--- config.mk ---
export PLATFORM = sky130hd
export DESIGN_NAME = sorted_calibration_table_interpolator_unit
export DESIGN_NICKNAME = d
export VERILOG_FILES = /design/src/rtl/sctbl_pkg.sv /design/src/rtl/sctbl_mem.sv /design/src/rtl/sctbl_div.sv /design/src/rtl/sorted_calibration_table_interpolator_unit.sv
export SDC_FILE = /design/constraint.sdc
export NUM_CORES = 2
export LEC_CHECK = 0
export BUFFER_PORTS_ARGS = -buffer_cell sky130_fd_sc_hd__buf_2
export CORE_ASPECT_RATIO = 1.4
export CORE_MARGIN = 2
export CORE_UTILIZATION = 58
export CTS_CLUSTER_SIZE = 20
export DETAILED_ROUTE_END_ITERATION = 6
export GPL_TIMING_DRIVEN = 0
export PLACE_DENSITY = 0.78
export RECOVER_POWER = 50
export SYNTH_ARGS = -nofsm -noshare
export SYNTH_HDL_FRONTEND = slang
export SYNTH_SLANG_ARGS = --single-unit
--- constraint.sdc ---
create_clock -name clk -period 9.4 [get_ports clk]
set_input_delay 0 -clock clk [delete_from_list [all_inputs] [get_ports clk]]
set_output_delay 0 -clock clk [all_outputs]
set_load 0.05 [all_outputs]
--- src/rtl/sctbl_pkg.sv ---
// Shared types and constants for the calibration table interpolator.
`default_nettype none

package sctbl_pkg;

    localparam int VOLT_W     = 12;
    localparam int VAL_W      = 14;
    localparam int ST_W       = 4;
    localparam int CNT_OUT_W  = 5;
    localparam int PROD_W     = VAL_W + VOLT_W;
    localparam int ACC_W      = PROD_W + 1;
    localparam int IN_DATA_W  = 32;
    localparam int OUT_DATA_W = 24;
    localparam int CFG_IDX_W  = 1;

    localparam logic CMD_ADD     = 1'b0;
    localparam logic CMD_CONVERT = 1'b1;

    localparam logic [CFG_IDX_W-1:0] CFG_VALUE_LIMIT = 1'b0;
    localparam logic [CFG_IDX_W-1:0] CFG_VOLT_LIMIT  = 1'b1;

    localparam logic [VAL_W-1:0]  VALUE_LIMIT_RST = 14'd10000;
    localparam logic [VOLT_W-1:0] VOLT_LIMIT_RST  = 12'd3300;
    localparam logic [VOLT_W-1:0] ENTRY1_VOLT_RST = 12'd3300;
    localparam logic [VAL_W-1:0]  ENTRY1_VAL_RST  = 14'd10000;

    typedef enum logic [ST_W-1:0] {
        ST_OK          = 4'd0,
        ST_UPDATED     = 4'd1,
        ST_VALUE_RANGE = 4'd2,
        ST_FULL        = 4'd3,
        ST_VOLT_RANGE  = 4'd4,
        ST_BELOW_FIRST = 4'd5,
        ST_VALUE_ORDER = 4'd6,
        ST_VOLT_ORDER  = 4'd7,
        ST_NO_SEGMENT  = 4'd8
    } status_t;

    typedef struct packed {
        logic [VOLT_W-1:0] volt;
        logic [VAL_W-1:0]  value;
    } entry_t;

    typedef struct packed {
        logic busy;
        logic done;
    } div_stat_t;

endpackage

`default_nettype wire

--- src/rtl/sctbl_mem.sv ---
// Calibration pair memory: one write port, one registered read port.
`default_nettype none

module sctbl_mem #(
    parameter int DEPTH = 16
) (
    input  wire logic                     clk,
    input  wire logic                     rst_n,
    input  wire logic                     we,
    input  wire logic [$clog2(DEPTH)-1:0] waddr,
    input  wire sctbl_pkg::entry_t        wdata,
    input  wire logic [$clog2(DEPTH)-1:0] raddr,
    output sctbl_pkg::entry_t             rdata
);

    localparam int AW = $clog2(DEPTH);

    sctbl_pkg::entry_t mem [DEPTH];
    sctbl_pkg::entry_t rd_reg;
    logic [DEPTH-1:0]  valid_reg;
    logic              rd_valid_reg;
    logic [AW-1:0]     rd_addr_reg;

    always_ff @(posedge clk)
    begin
        if (we)
        begin
            mem[waddr] <= wdata;
        end
        rd_reg <= mem[raddr];
    end

    always_ff @(posedge clk or negedge rst_n)
    begin
        if (!rst_n)
        begin
            valid_reg    <= '0;
            rd_valid_reg <= 1'b0;
            rd_addr_reg  <= '0;
        end
        else
        begin
            if (we)
            begin
                valid_reg[waddr] <= 1'b1;
            end
            rd_valid_reg <= valid_reg[raddr];
            rd_addr_reg  <= raddr;
        end
    end

    // unwritten entries read as their reset contents
    always_comb
    begin
        if (rd_valid_reg)
        begin
            rdata = rd_reg;
        end
        else if (rd_addr_reg == AW'(1))
        begin
            rdata.volt  = sctbl_pkg::ENTRY1_VOLT_RST;
            rdata.value = sctbl_pkg::ENTRY1_VAL_RST;
        end
        else
        begin
            rdata = '0;
        end
    end

endmodule

`default_nettype wire

--- src/rtl/sctbl_div.sv ---
// Restoring divider, one quotient bit per cycle, for the interpolation step.
`default_nettype none

module sctbl_div (
    input  wire logic                           clk,
    input  wire logic                           rst_n,
    input  wire logic                           start,
    input  wire logic [sctbl_pkg::ACC_W-1:0]    dividend,
    input  wire logic [sctbl_pkg::VOLT_W-1:0]   divisor,
    output sctbl_pkg::div_stat_t                stat,
    output logic [sctbl_pkg::VAL_W-1:0]         quotient
);

    localparam int QW   = sctbl_pkg::VAL_W;
    localparam int RW   = sctbl_pkg::VOLT_W;
    localparam int CW   = $clog2(QW + 1);

    logic [RW-1:0] rem_reg;
    logic [QW-1:0] quo_reg;
    logic [CW-1:0] cnt_reg;
    logic          done_reg;
    logic [RW:0]   trial;
    logic          ge;

    // dividend is below divisor * 2^QW, so the top bits start below the divisor
    assign trial = {rem_reg, quo_reg[QW-1]};
    assign ge    = trial >= {1'b0, divisor};

    always_ff @(posedge clk or negedge rst_n)
    begin
        if (!rst_n)
        begin
            cnt_reg  <= '0;
            done_reg <= 1'b0;
        end
        else
        begin
            done_reg <= 1'b0;
            if (start)
            begin
                cnt_reg <= CW'(QW);
            end
            else if (cnt_reg != '0)
            begin
                cnt_reg <= cnt_reg - 1'b1;
                if (cnt_reg == CW'(1))
                begin
                    done_reg <= 1'b1;
                end
            end
        end
    end

    always_ff @(posedge clk)
    begin
        if (start)
        begin
            rem_reg <= dividend[RW+QW-1:QW];
            quo_reg <= dividend[QW-1:0];
        end
        else if (cnt_reg != '0)
        begin
            rem_reg <= ge ? RW'(trial - {1'b0, divisor}) : trial[RW-1:0];
            quo_reg <= {quo_reg[QW-2:0], ge};
        end
    end

    assign stat     = '{busy: (cnt_reg != '0), done: done_reg};
    assign quotient = quo_reg;

endmodule

`default_nettype wire

--- src/rtl/sorted_calibration_table_interpolator_unit.sv ---
// Calibration table interpolator top level: sequencer, shared multiplier, ports.
`default_nettype none

// Piecewise-linear calibration table mapping millivolts to hundredths of
// concentration. Each input beat carries a command on s_tuser: add (0) puts a
// (voltage, concentration) pair into the voltage-sorted table, or replaces the
// voltage of the pair that already has that concentration; convert (1) returns
// the exact-match concentration or the rounded linear interpolation in the
// first segment that holds the voltage and gives a result within the value
// limit, else the previous result with a no-segment status. Every input beat
// yields exactly one output beat with the held result, a status code and the
// pair count. One item is in work at a time and s_tready is low until its
// result is handed to the output register. Timing is set by the table
// memory's single read port and the shared units. A convert scans the pairs
// and, for every segment tried, makes two passes through the shared
// multiplier, a divider start, 14 steps of the one-bit-per-cycle divider and
// its done flag, and re-reads the table after a segment is skipped. An add
// runs the match scan, where a below-first reject ends. An insert then
// moves up each pair that lies above the new voltage, settles the slot and
// writes the pair. The order check walks the pairs and stops at the first
// fault, then the result is handed off; range rejects go straight from the
// checks to the handoff. Table reset is held by per-entry valid bits, so
// there is no clearing pass. The limit registers are written through the
// cfg channel, which is always ready; the user must write them only while
// the block is idle, as the block itself does not enforce this.

module sorted_calibration_table_interpolator_unit #(
    parameter int TABLE_DEPTH = 16
) (
    input  wire logic                                 clk,
    input  wire logic                                 rst_n,
    // configuration write channel
    input  wire logic                                 cfg_valid,
    output logic                                      cfg_ready,
    input  wire logic [sctbl_pkg::CFG_IDX_W-1:0]      cfg_index,
    input  wire logic [sctbl_pkg::VAL_W-1:0]          cfg_data,
    // input stream
    input  wire logic                                 s_tvalid,
    output logic                                      s_tready,
    input  wire logic [sctbl_pkg::IN_DATA_W-1:0]      s_tdata,   // voltage_mv[11:0], target_value[25:12]
    input  wire logic                                 s_tuser,   // cmd[0]
    // result stream
    output logic                                      m_tvalid,
    input  wire logic                                 m_tready,
    output logic [sctbl_pkg::OUT_DATA_W-1:0]          m_tdata    // value_out[13:0], status[17:14], pair_count[22:18]
);

    localparam int VOLT_W = sctbl_pkg::VOLT_W;
    localparam int VAL_W  = sctbl_pkg::VAL_W;
    localparam int ACC_W  = sctbl_pkg::ACC_W;
    localparam int PROD_W = sctbl_pkg::PROD_W;
    localparam int CNT_W  = sctbl_pkg::CNT_OUT_W;
    localparam int IW     = $clog2(TABLE_DEPTH);
    localparam logic [IW-1:0] FULL_CNT = IW'(TABLE_DEPTH - 1);
    localparam logic [IW-1:0] RST_CNT  = IW'(2);

    typedef enum logic [3:0] {
        S_IDLE,
        S_CV_SCAN,
        S_CV_RD,
        S_MUL1,
        S_MUL2,
        S_DIV_GO,
        S_DIV_WAIT,
        S_ADD_CHK,
        S_ADD_SCAN,
        S_SH_RD,
        S_SH_CMP,
        S_INS_WR,
        S_ORD_RD0,
        S_ORD_SCAN,
        S_RES
    } state_t;

    state_t                          state_reg;
    logic [VOLT_W-1:0]               volt_in_reg;
    logic [VAL_W-1:0]                val_in_reg;
    logic [IW-1:0]                   idx_reg;
    logic [IW-1:0]                   count_reg;
    logic [VAL_W-1:0]                last_reg;
    sctbl_pkg::status_t              status_reg;
    logic                            upd_reg;
    logic [VOLT_W-1:0]               first_volt_reg;
    sctbl_pkg::entry_t               prev_reg;
    logic [VAL_W-1:0]                lo_reg;
    logic [VAL_W-1:0]                hi_reg;
    logic [VOLT_W-1:0]               a_reg;
    logic [VOLT_W-1:0]               b_reg;
    logic [VOLT_W-1:0]               d_reg;
    logic [ACC_W-1:0]                acc_reg;
    logic [VAL_W-1:0]                tlim_reg;
    logic [VOLT_W-1:0]               vlim_reg;
    logic                            m_tvalid_reg;
    logic [sctbl_pkg::OUT_DATA_W-1:0] m_tdata_reg;

    // memory and shared unit hookup
    sctbl_pkg::entry_t               cur;
    sctbl_pkg::entry_t               wdata;
    logic                            we;
    logic [IW-1:0]                   waddr;
    logic [IW-1:0]                   rd_addr;
    logic                            div_start;
    sctbl_pkg::div_stat_t            div_stat;
    logic [VAL_W-1:0]                div_quot;
    logic [VAL_W-1:0]                mul_x;
    logic [VOLT_W-1:0]               mul_y;
    logic [PROD_W-1:0]               prod;

    // scan decisions on the entry arriving from memory
    logic [IW-1:0]                   idx_inc;
    logic                            last_idx;
    logic                            seg_fit;
    logic                            exact;
    logic                            match_val;
    logic                            below;
    logic                            shift_go;
    logic                            bad_val;
    logic                            bad_volt;
    logic                            q_ok;

    assign idx_inc   = idx_reg + 1'b1;
    assign last_idx  = idx_inc == count_reg;
    assign seg_fit   = (idx_reg != '0) && (volt_in_reg > prev_reg.volt)
                       && (volt_in_reg < cur.volt);
    assign exact     = volt_in_reg == cur.volt;
    assign match_val = cur.value == val_in_reg;
    assign below     = volt_in_reg < ((idx_reg == '0) ? cur.volt : first_volt_reg);
    assign shift_go  = volt_in_reg < cur.volt;
    assign bad_val   = cur.value < prev_reg.value;
    assign bad_volt  = cur.volt < prev_reg.volt;
    assign q_ok      = div_quot <= tlim_reg;

    sctbl_mem #(
        .DEPTH (TABLE_DEPTH)
    ) u_mem (
        .clk   (clk),
        .rst_n (rst_n),
        .we    (we),
        .waddr (waddr),
        .wdata (wdata),
        .raddr (rd_addr),
        .rdata (cur)
    );

    sctbl_div u_div (
        .clk      (clk),
        .rst_n    (rst_n),
        .start    (div_start),
        .dividend (acc_reg),
        .divisor  (d_reg),
        .stat     (div_stat),
        .quotient (div_quot)
    );

    // shared multiplier: lo*(vhi-v) first, then hi*(v-vlo)
    assign mul_x = (state_reg == S_MUL1) ? lo_reg : hi_reg;
    assign mul_y = (state_reg == S_MUL1) ? a_reg : b_reg;
    assign prod  = mul_x * mul_y;

    // memory address and write decode
    always_comb
    begin
        rd_addr     = '0;
        we          = 1'b0;
        waddr       = idx_reg;
        wdata.volt  = volt_in_reg;
        wdata.value = val_in_reg;
        div_start   = 1'b0;
        case (state_reg)
            S_CV_SCAN:
            begin
                if (!seg_fit && !exact && !last_idx)
                begin
                    rd_addr = idx_inc;
                end
            end
            S_CV_RD:
            begin
                rd_addr = idx_reg;
            end
            S_DIV_GO:
            begin
                div_start = 1'b1;
            end
            S_ADD_SCAN:
            begin
                if (match_val)
                begin
                    we = 1'b1;
                end
                else if (!last_idx)
                begin
                    rd_addr = idx_inc;
                end
            end
            S_SH_RD:
            begin
                if (idx_reg != '0)
                begin
                    rd_addr = idx_reg - 1'b1;
                end
            end
            S_SH_CMP:
            begin
                if (shift_go)
                begin
                    we    = 1'b1;
                    wdata = cur;
                end
            end
            S_INS_WR:
            begin
                we = 1'b1;
            end
            S_ORD_SCAN:
            begin
                if (!last_idx && ((idx_reg == '0) || (!bad_val && !bad_volt)))
                begin
                    rd_addr = idx_inc;
                end
            end
            default:
            begin
                rd_addr = '0;
            end
        endcase
    end

    // limit registers
    always_ff @(posedge clk or negedge rst_n)
    begin
        if (!rst_n)
        begin
            tlim_reg <= sctbl_pkg::VALUE_LIMIT_RST;
            vlim_reg <= sctbl_pkg::VOLT_LIMIT_RST;
        end
        else if (cfg_valid)
        begin
            case (cfg_index)
                sctbl_pkg::CFG_VALUE_LIMIT: tlim_reg <= cfg_data;
                sctbl_pkg::CFG_VOLT_LIMIT:  vlim_reg <= cfg_data[VOLT_W-1:0];
                default:                    tlim_reg <= tlim_reg;
            endcase
        end
    end

    // sequencer
    always_ff @(posedge clk or negedge rst_n)
    begin
        if (!rst_n)
        begin
            state_reg    <= S_IDLE;
            count_reg    <= RST_CNT;
            last_reg     <= '0;
            m_tvalid_reg <= 1'b0;
        end
        else
        begin
            // drop valid once the beat is taken, unless a new result replaces it
            if (m_tvalid_reg && m_tready && (state_reg != S_RES))
            begin
                m_tvalid_reg <= 1'b0;
            end
            case (state_reg)
                S_IDLE:
                begin
                    if (s_tvalid)
                    begin
                        volt_in_reg <= s_tdata[VOLT_W-1:0];
                        val_in_reg  <= s_tdata[VOLT_W+VAL_W-1:VOLT_W];
                        idx_reg     <= '0;
                        if (s_tuser == sctbl_pkg::CMD_CONVERT)
                        begin
                            if (count_reg == '0)
                            begin
                                status_reg <= sctbl_pkg::ST_NO_SEGMENT;
                                state_reg  <= S_RES;
                            end
                            else
                            begin
                                state_reg <= S_CV_SCAN;
                            end
                        end
                        else
                        begin
                            state_reg <= S_ADD_CHK;
                        end
                    end
                end
                S_CV_SCAN:
                begin
                    prev_reg <= cur;
                    if (seg_fit)
                    begin
                        lo_reg    <= prev_reg.value;
                        hi_reg    <= cur.value;
                        a_reg     <= cur.volt - volt_in_reg;
                        b_reg     <= volt_in_reg - prev_reg.volt;
                        d_reg     <= cur.volt - prev_reg.volt;
                        state_reg <= S_MUL1;
                    end
                    else if (exact)
                    begin
                        last_reg   <= cur.value;
                        status_reg <= sctbl_pkg::ST_OK;
                        state_reg  <= S_RES;
                    end
                    else if (last_idx)
                    begin
                        status_reg <= sctbl_pkg::ST_NO_SEGMENT;
                        state_reg  <= S_RES;
                    end
                    else
                    begin
                        idx_reg <= idx_inc;
                    end
                end
                S_CV_RD:
                begin
                    state_reg <= S_CV_SCAN;
                end
                S_MUL1:
                begin
                    acc_reg   <= ACC_W'(prod);
                    state_reg <= S_MUL2;
                end
                S_MUL2:
                begin
                    // add half the divisor so halves round up
                    acc_reg   <= acc_reg + ACC_W'(prod) + ACC_W'(d_reg >> 1);
                    state_reg <= S_DIV_GO;
                end
                S_DIV_GO:
                begin
                    state_reg <= S_DIV_WAIT;
                end
                S_DIV_WAIT:
                begin
                    if (div_stat.done)
                    begin
                        if (q_ok)
                        begin
                            last_reg   <= div_quot;
                            status_reg <= sctbl_pkg::ST_OK;
                            state_reg  <= S_RES;
                        end
                        else if (last_idx)
                        begin
                            status_reg <= sctbl_pkg::ST_NO_SEGMENT;
                            state_reg  <= S_RES;
                        end
                        else
                        begin
                            // skip the segment, re-read the next entry
                            idx_reg   <= idx_inc;
                            state_reg <= S_CV_RD;
                        end
                    end
                end
                S_ADD_CHK:
                begin
                    if (val_in_reg > tlim_reg)
                    begin
                        status_reg <= sctbl_pkg::ST_VALUE_RANGE;
                        state_reg  <= S_RES;
                    end
                    else if (count_reg >= FULL_CNT)
                    begin
                        status_reg <= sctbl_pkg::ST_FULL;
                        state_reg  <= S_RES;
                    end
                    else if (volt_in_reg > vlim_reg)
                    begin
                        status_reg <= sctbl_pkg::ST_VOLT_RANGE;
                        state_reg  <= S_RES;
                    end
                    else if (count_reg == '0)
                    begin
                        idx_reg   <= '0;
                        state_reg <= S_INS_WR;
                    end
                    else
                    begin
                        state_reg <= S_ADD_SCAN;
                    end
                end
                S_ADD_SCAN:
                begin
                    if (idx_reg == '0)
                    begin
                        first_volt_reg <= cur.volt;
                    end
                    if (match_val)
                    begin
                        upd_reg   <= 1'b1;
                        state_reg <= S_ORD_RD0;
                    end
                    else if (last_idx)
                    begin
                        if (below)
                        begin
                            status_reg <= sctbl_pkg::ST_BELOW_FIRST;
                            state_reg  <= S_RES;
                        end
                        else
                        begin
                            idx_reg   <= count_reg;
                            state_reg <= S_SH_RD;
                        end
                    end
                    else
                    begin
                        idx_reg <= idx_inc;
                    end
                end
                S_SH_RD:
                begin
                    state_reg <= (idx_reg == '0) ? S_INS_WR : S_SH_CMP;
                end
                S_SH_CMP:
                begin
                    if (shift_go)
                    begin
                        idx_reg   <= idx_reg - 1'b1;
                        state_reg <= S_SH_RD;
                    end
                    else
                    begin
                        state_reg <= S_INS_WR;
                    end
                end
                S_INS_WR:
                begin
                    count_reg <= count_reg + 1'b1;
                    upd_reg   <= 1'b0;
                    state_reg <= S_ORD_RD0;
                end
                S_ORD_RD0:
                begin
                    idx_reg   <= '0;
                    state_reg <= S_ORD_SCAN;
                end
                S_ORD_SCAN:
                begin
                    prev_reg <= cur;
                    if ((idx_reg != '0) && bad_val)
                    begin
                        status_reg <= sctbl_pkg::ST_VALUE_ORDER;
                        state_reg  <= S_RES;
                    end
                    else if ((idx_reg != '0) && bad_volt)
                    begin
                        status_reg <= sctbl_pkg::ST_VOLT_ORDER;
                        state_reg  <= S_RES;
                    end
                    else if (last_idx)
                    begin
                        status_reg <= upd_reg ? sctbl_pkg::ST_UPDATED : sctbl_pkg::ST_OK;
                        state_reg  <= S_RES;
                    end
                    else
                    begin
                        idx_reg <= idx_inc;
                    end
                end
                S_RES:
                begin
                    // hold until the output register is free
                    if (!m_tvalid_reg || m_tready)
                    begin
                        m_tvalid_reg <= 1'b1;
                        m_tdata_reg  <= {1'b0, CNT_W'(count_reg), status_reg, last_reg};
                        state_reg    <= S_IDLE;
                    end
                end
                default:
                begin
                    state_reg <= S_IDLE;
                end
            endcase
        end
    end

    assign cfg_ready = 1'b1;
    assign s_tready  = state_reg == S_IDLE;
    assign m_tvalid  = m_tvalid_reg;
    assign m_tdata   = m_tdata_reg;

`ifndef SYNTH
    a_count_bound: assert property (@(posedge clk) disable iff (!rst_n)
        count_reg <= FULL_CNT)
        else $error("pair count above table capacity");

    a_count_step: assert property (@(posedge clk) disable iff (!rst_n)
        (count_reg != $past(count_reg)) |-> (count_reg == $past(count_reg) + 1'b1))
        else $error("pair count changed by other than one");

    a_status_code: assert property (@(posedge clk) disable iff (!rst_n)
        m_tvalid_reg |-> (m_tdata_reg[17:14] <= sctbl_pkg::ST_NO_SEGMENT))
        else $error("status code out of range");

    a_div_busy: assert property (@(posedge clk) disable iff (!rst_n)
        div_stat.busy |-> (state_reg == S_DIV_WAIT))
        else $error("divider running outside the divide wait");
`endif

endmodule

`default_nettype wire
After elaboration in Yosys (flattened, before gate mapping)
Memories as Yosys holds them, arrays and structs flattened. A register that Yosys moved wholly into a read port is not among the register bits.
Index checks and enable logic that the tools add are counted.
{"block": "word_totals", "register_bits": 287, "ramBits": 416, "input_bits": 53, "output_inout_bits": 27, "word_cells": 246, "memories": 1}
{"block": "classes", "add_sub_neg": 10, "mul": 1, "order_cmp": 13, "eq_ne": 45, "mux": 102, "n_bitwise": 2, "reduce_logical": 44}
{"memory": "u_mem.mem", "depth": 16, "width": 26, "read_ports": 1, "rd_clocked_by_memory_dff": 1, "wr": 1, "line": "sctbl_mem.sv:18", "text": "sctbl_pkg::entry_t mem [DEPTH];"}
{"cell": "2-to-1 mux 4 bit", "count": 54}
{"cell": "2-to-1 mux 26 bit", "count": 4}
{"cell": "2-to-1 mux 14 bit", "count": 7}
{"cell": "2-to-1 mux 12 bit", "count": 5}
{"cell": "case mux 4 bit (15 select lines)", "count": 1}
{"cell": "case mux 27 bit (2 select lines)", "count": 1}
{"cell": "subtractor 12 bit", "count": 4}
{"cell": "< comparator 12 bit", "count": 3}
{"cell": "inequality test 2 bit, second input constant", "count": 18}
{"cell": "case mux 4 bit (8 select lines)", "count": 1}
{"cell": "== test 4 bit, second input constant", "count": 7}
{"cell": "case mux 14 bit (2 select lines)", "count": 1}
{"cell": "adder 27 x 11 -> 27 bit", "count": 1}
{"cell": "adder 27 x 26 -> 27 bit", "count": 1}
{"cell": "multiplier 14 x 12 -> 26 bit", "count": 1}
{"cell": "greater-than comparator 12 bit", "count": 2}
{"cell": "case mux 4 bit (6 select lines)", "count": 1}
{"cell": "case mux 4 bit (5 select lines)", "count": 1}
{"cell": "== test 4 x 3 -> 1 bit, second input constant", "count": 4}
{"cell": "2-to-1 mux 1 bit", "count": 16}
{"cell": "bitwise OR 16 bit", "count": 1}
{"cell": "AND reduction 16 bit", "count": 1}
{"cell": "== test 14 bit", "count": 1}
{"cell": "greater-than comparator 14 bit", "count": 1}
{"cell": "other kinds (36)", "count": 80}

Logic depth before layout (Yosys ltp)
{"block": "logic_depth", "word_depth": 12, "ltp_mapped": 37, "depth_no_buf": 35}

Modules after synthesis
Synthesis repeated with hierarchy kept, for this count alone.
{"block": "unflattened", "cells_unflattened": 3023, "area_unflattened_um2": 39542.9}
{"mod": "sorted_calibration_table_interpolator_unit", "instances": 1, "cells_each": 2056, "area_each_um2": 20163.1, "seq_area_each_um2": 6826.5}
{"mod": "sctbl_mem", "instances": 1, "cells_each": 761, "area_each_um2": 17215.3, "seq_area_each_um2": 13538.0}
{"mod": "sctbl_div", "instances": 1, "cells_each": 206, "area_each_um2": 2164.6, "seq_area_each_um2": 905.9}

Least setup slack after synthesis
OpenSTA, ideal clock, no wires.
{"block": "synth_path", "path_kind": "register -> register", "startpoint": "register state_reg[1]", "endpoint": "register acc_reg[25], data pin", "t_arrival_ns": 9.067, "required_time_ns": 9.138, "setup_slack_ns": 0.071, "stages_incl_launch_ff": 36, "period_less_slack_ns": 9.329, "path_cell_list": "dfrtp_1 > clkbuf_1 > nand2_1 > nor3_1 > clkbuf_1 > clkbuf_1 > mux2i_1 > nor2_1 > fa_1 > inv_1 > fa_1 > inv_1 > fa_1 > fa_1 > inv_1 > fa_1 > inv_1 > ha_1 > a21oi_1 > inv_1 > a41oi_1 > o21ai_0 > o21a_1 > nor2_1 > o21ai_0 > xor2_1 > ha_1 > ha_1 > and3_1 > and3_1 > a21bo_2 > a211oi_1 > o21ai_0 > a2111oi_0 > a211oi_1 > xnor2_1"}
{"block": "synth_between", "elab_chain_len": 6, "elab_cells_between_ends": 8}
{"element": "start, declared", "line": "sorted_calibration_table_interpolator_unit.sv:75", "text": "state_t state_reg;"}
{"element": "start signal, assigned", "line": "sorted_calibration_table_interpolator_unit.sv:418", "text": "state_reg <= (idx_reg == '0) ? S_INS_WR : S_SH_CMP;"}
{"element": "== test 4 x 2 -> 1 bit", "line": "sorted_calibration_table_interpolator_unit.sv:156, sorted_calibration_table_interpolator_unit.sv:157, sorted_calibration_table_interpolator_unit.sv:264"}
{"element": "2-to-1 mux 14 bit / 2-to-1 mux 12 bit (equally long branches)", "line": "sorted_calibration_table_interpolator_unit.sv:156, sorted_calibration_table_interpolator_unit.sv:157"}
{"element": "multiplier 14 x 12 -> 26 bit", "line": "sorted_calibration_table_interpolator_unit.sv:158", "text": "assign prod = mul_x * mul_y;"}
{"element": "adder 27 x 26 -> 27 bit", "line": "sorted_calibration_table_interpolator_unit.sv:330", "text": "acc_reg <= acc_reg + ACC_W'(prod) + ACC_W'(d_reg >> 1);"}
{"element": "adder 27 x 11 -> 27 bit", "line": "sorted_calibration_table_interpolator_unit.sv:330"}
{"element": "case mux 27 bit (2 select lines) (*)", "line": "sorted_calibration_table_interpolator_unit.sv:264", "text": "case (state_reg)"}
{"element": "end signal, assigned", "line": "sorted_calibration_table_interpolator_unit.sv:324", "text": "acc_reg <= ACC_W'(prod);"}
{"element": "end signal, assigned", "line": "sorted_calibration_table_interpolator_unit.sv:330"}
{"element": "end, declared", "line": "sorted_calibration_table_interpolator_unit.sv:90", "text": "logic [ACC_W-1:0] acc_reg;"}
Every way passes the cells marked *; elsewhere a longest branch is shown, timed or not.
A chain may end at the register's enable or synchronous reset.

Final worst setup path
{"block": "layout_path", "startpoint": "register state_reg[0]", "endpoint": "register acc_reg[25], data pin"}
The elaborated chain is that of the path after synthesis.

==> results.toml <==
[run_status]
status = "finished, violations left"
violations = "capacitance limit, slew limit"

[layout]
largest-register = "u_mem.mem"
largest_register_ffs = 416
syn2layout_area_growth_pct = 12.66
regArea_mm2 = 0.02124
layout_commonest_cell = "edfxtp_1"
drive_gt1_frac = 0.1049
most-common-layout-cells = "edfxtp_1, nand2_1, inv_1, ha_1, nor2_1"
fin_nets = 4032
multi_input_area_mm2 = 0.01718
final_core_util = 0.6564
fillers = 5130

[clock_network]
clock_path_buffers = 3
clk_latency_ns = 0.63
path_clk_slew_ns = 0.07
cts_tree = "done"
tritoncts.num_buffers = 71
cts_sinks = 728
root_buffer = "clkbuf_16"
cts_max_level = 3

[sta]
hold_viol = 0
finalSetupViolCount = 0
slew_violations = 121
finClkSkew_ns = 0.03277
fmax_mhz = 110.1
fin_crit_ns = 9.084
worst_slew_pin_slew_ns = 3.744
maxSlewHeadroom = -1.496
fin_crit_sh = 0.9664
fin_ws_ns = 0.3157
whs_ns = 0.03771

[synth]
ys_types = 85
syn_area_per_cell_um2 = 11.81
synthesis.instances = 3393
ys_seq_area_frac = 0.5303
ys_seq_elements = 728
yosysTopAreaCellShare = 0.4700
yosysWarnings = 0
synth_edf_count = 627
yosysTopAreaCell = "edfxtp_1"
synth_ff_type = "edfxtp_1"
async_flop_share = 0.1030
syn_area_mm2 = 0.04006
synthTopCellsByArea = "edfxtp_1, ha_1, fa_1, dfrtp_1, nand2_1"

[floorplan]
ioPinCount = 80
row_count = 114
die_w_um = 226.1
start_util = 0.5826
die-height_um = 314.9
die-area_mm2 = 0.07121
core_mm2 = 0.06875

[hold_path]
hold_class = "primary input to flop"

[worst_setup_path]
start_kind = "flop"
crit_path_end_kind = "flop"
crit_type = "flop to flop"
critPathSlowestCell = "fa_1"
path_common_cell = "fa_1"
cp_max_fo = 10
cpPeakStageDelay_ns = 0.57
path_buf_inv = 7
cp.required_ns = 9.77
cp_top_family = "adder cells"
cp.arrival_ns = 9.46

[drt]
wl_um = 112100
wire_per_inst_um = 24.31
drc = 0
first_pass_iters = 7
viasPerCell = 6.063
dr_total_vias = 27950
drt-initial-drc-count = 2522
ant_nets = 0

[global_route]
grt_start_max_net_pins = 67
antenna_found_initial = 2
grt_use_total = 0.3184
grt_pass1_wl_um = 166900
overflow = 0
grt_pass1_vias = 28820

[placement]
port_buffers = 70
gp_congestion = 0.9901
place_ws_ns = -2.436
place_hpwl_um = 85200

[flow_run]
cap_viol_max_count = 3
through the flow:
step	cells	setup TNS [ns]	cell area (µm²)
floorplan	3394	0	40060
global placement	4392	-16.84	41570
detailed placement	4418	-18.39	42060
CTS	4601	0	45100
global route	4608	-0.001503	45120
finish	4609	0	45130
worst register-to-register path: cells and delay by family, from the launching register on:
kind	cells	cell delay, ns
AOI/OAI and AO/OA	11	2.26
xor gates and xnor gates	2	0.50
adders and majority gates	8	3.59
buffers and inverters	7	0.80
DFF	1	0.41
muxes	1	0.38
and+or+nand+nor	6	0.92
logic make-up (layout without fill, tap and decap cells):
logic type / Yosys count / after routing / share of synthesized area
compound gates: 682 / 682 / 0.1156
xor+xnor: 83 / 83 / 0.01852
flops: 728 / 728 / 0.5303
mux: 183 / 183 / 0.04832
other cells: 2 / 4 / 0.0001875
buf+inv: 492 / 778 / 0.04801
fa+ha+maj: 358 / 358 / 0.1373
simple gates: 865 / 865 / 0.1018
cell usage after synthesis (5+ instances only):
master     instances
edfxtp_1         627
nand2_1          364
inv_1            348
ha_1             222
nor2_1           172
o21ai_0          170
a21oi_1          151
fa_1             136
clkbuf_1         110
mux2i_1          100
mux2_2            79
dfrtp_1           63
a21o_1            61
a221oi_1          55
xnor2_1           54
and2_1            51
a211oi_1          45
and3_1            41
nor3_1            38
nand4_1           31
a2111oi_0         30
nand3_1           30
or4_1             29
xor2_1            28
dfxtp_1           26
nor2b_1           26
o221a_1           26
or2_2             23
o21a_1            22
buf_2             19
nand2b_1          19
a21boi_0          18
a31oi_1           16
dfstp_2           12
o211ai_1          11
o21bai_1          10
or3_1              9
nor3b_1            8
o22ai_1            8
buf_4              6
nand3b_1           6
o31ai_1            6
a211o_1            5
o2111ai_1          5
worst paths after layout:
kind | start | endpoint | slack (ns) | depth (start not counted)
setup / recovery | state_reg[0] | acc_reg[25] | 0.32 | 35
hold / removal | cfg_index | tlim_reg[2] | 0.04 | 5
setup reg to reg | state_reg[0] | acc_reg[25] | 0.32 | 35
hold reg to reg | last_reg[6] | m_tdata[6] | 0.44 | 0
max in group asynchronous | rst_n | state_reg[3] | 5.02 | 4
min in group asynchronous | rst_n | u_mem.valid_reg[5] | 1.19 | 4
cell type report:
type | instances | area share
diodes | 1 | 0.00005545
multi-input cells | 2174 | 0.3807
well taps | 928 | 0.02573
clock inverters | 44 | 0.009510
plain buffers | 136 | 0.01381
inverters | 350 | 0.02911
repair buffers | 160 | 0.02742
flip-flops and latches | 728 | 0.4708
clock buffers | 88 | 0.04286
per-layer routing:
layer | global-route usage | up-vias | part of all wire
met5 | 0 | - | 0.00012
met4 | 0.2558 | 2 | 0.092
met3 | 0.04576 | 449 | 0.067
met2 | 0.5707 | 1280 | 0.51
met1 | 0.3312 | 13540 | 0.33
li1 | - | 12670 | -
timing repair:
item,CTS,global route
pin swaps,2,2
hold buffers,49,0
setup endpoints to repair,14,6
endpoints found under the hold margin,130,0
setup buffers,5,10
gates resized for setup,41,16
Power is not shown: default switching activity piles up to over one toggle a cycle in this logic, so the estimate is an artifact.
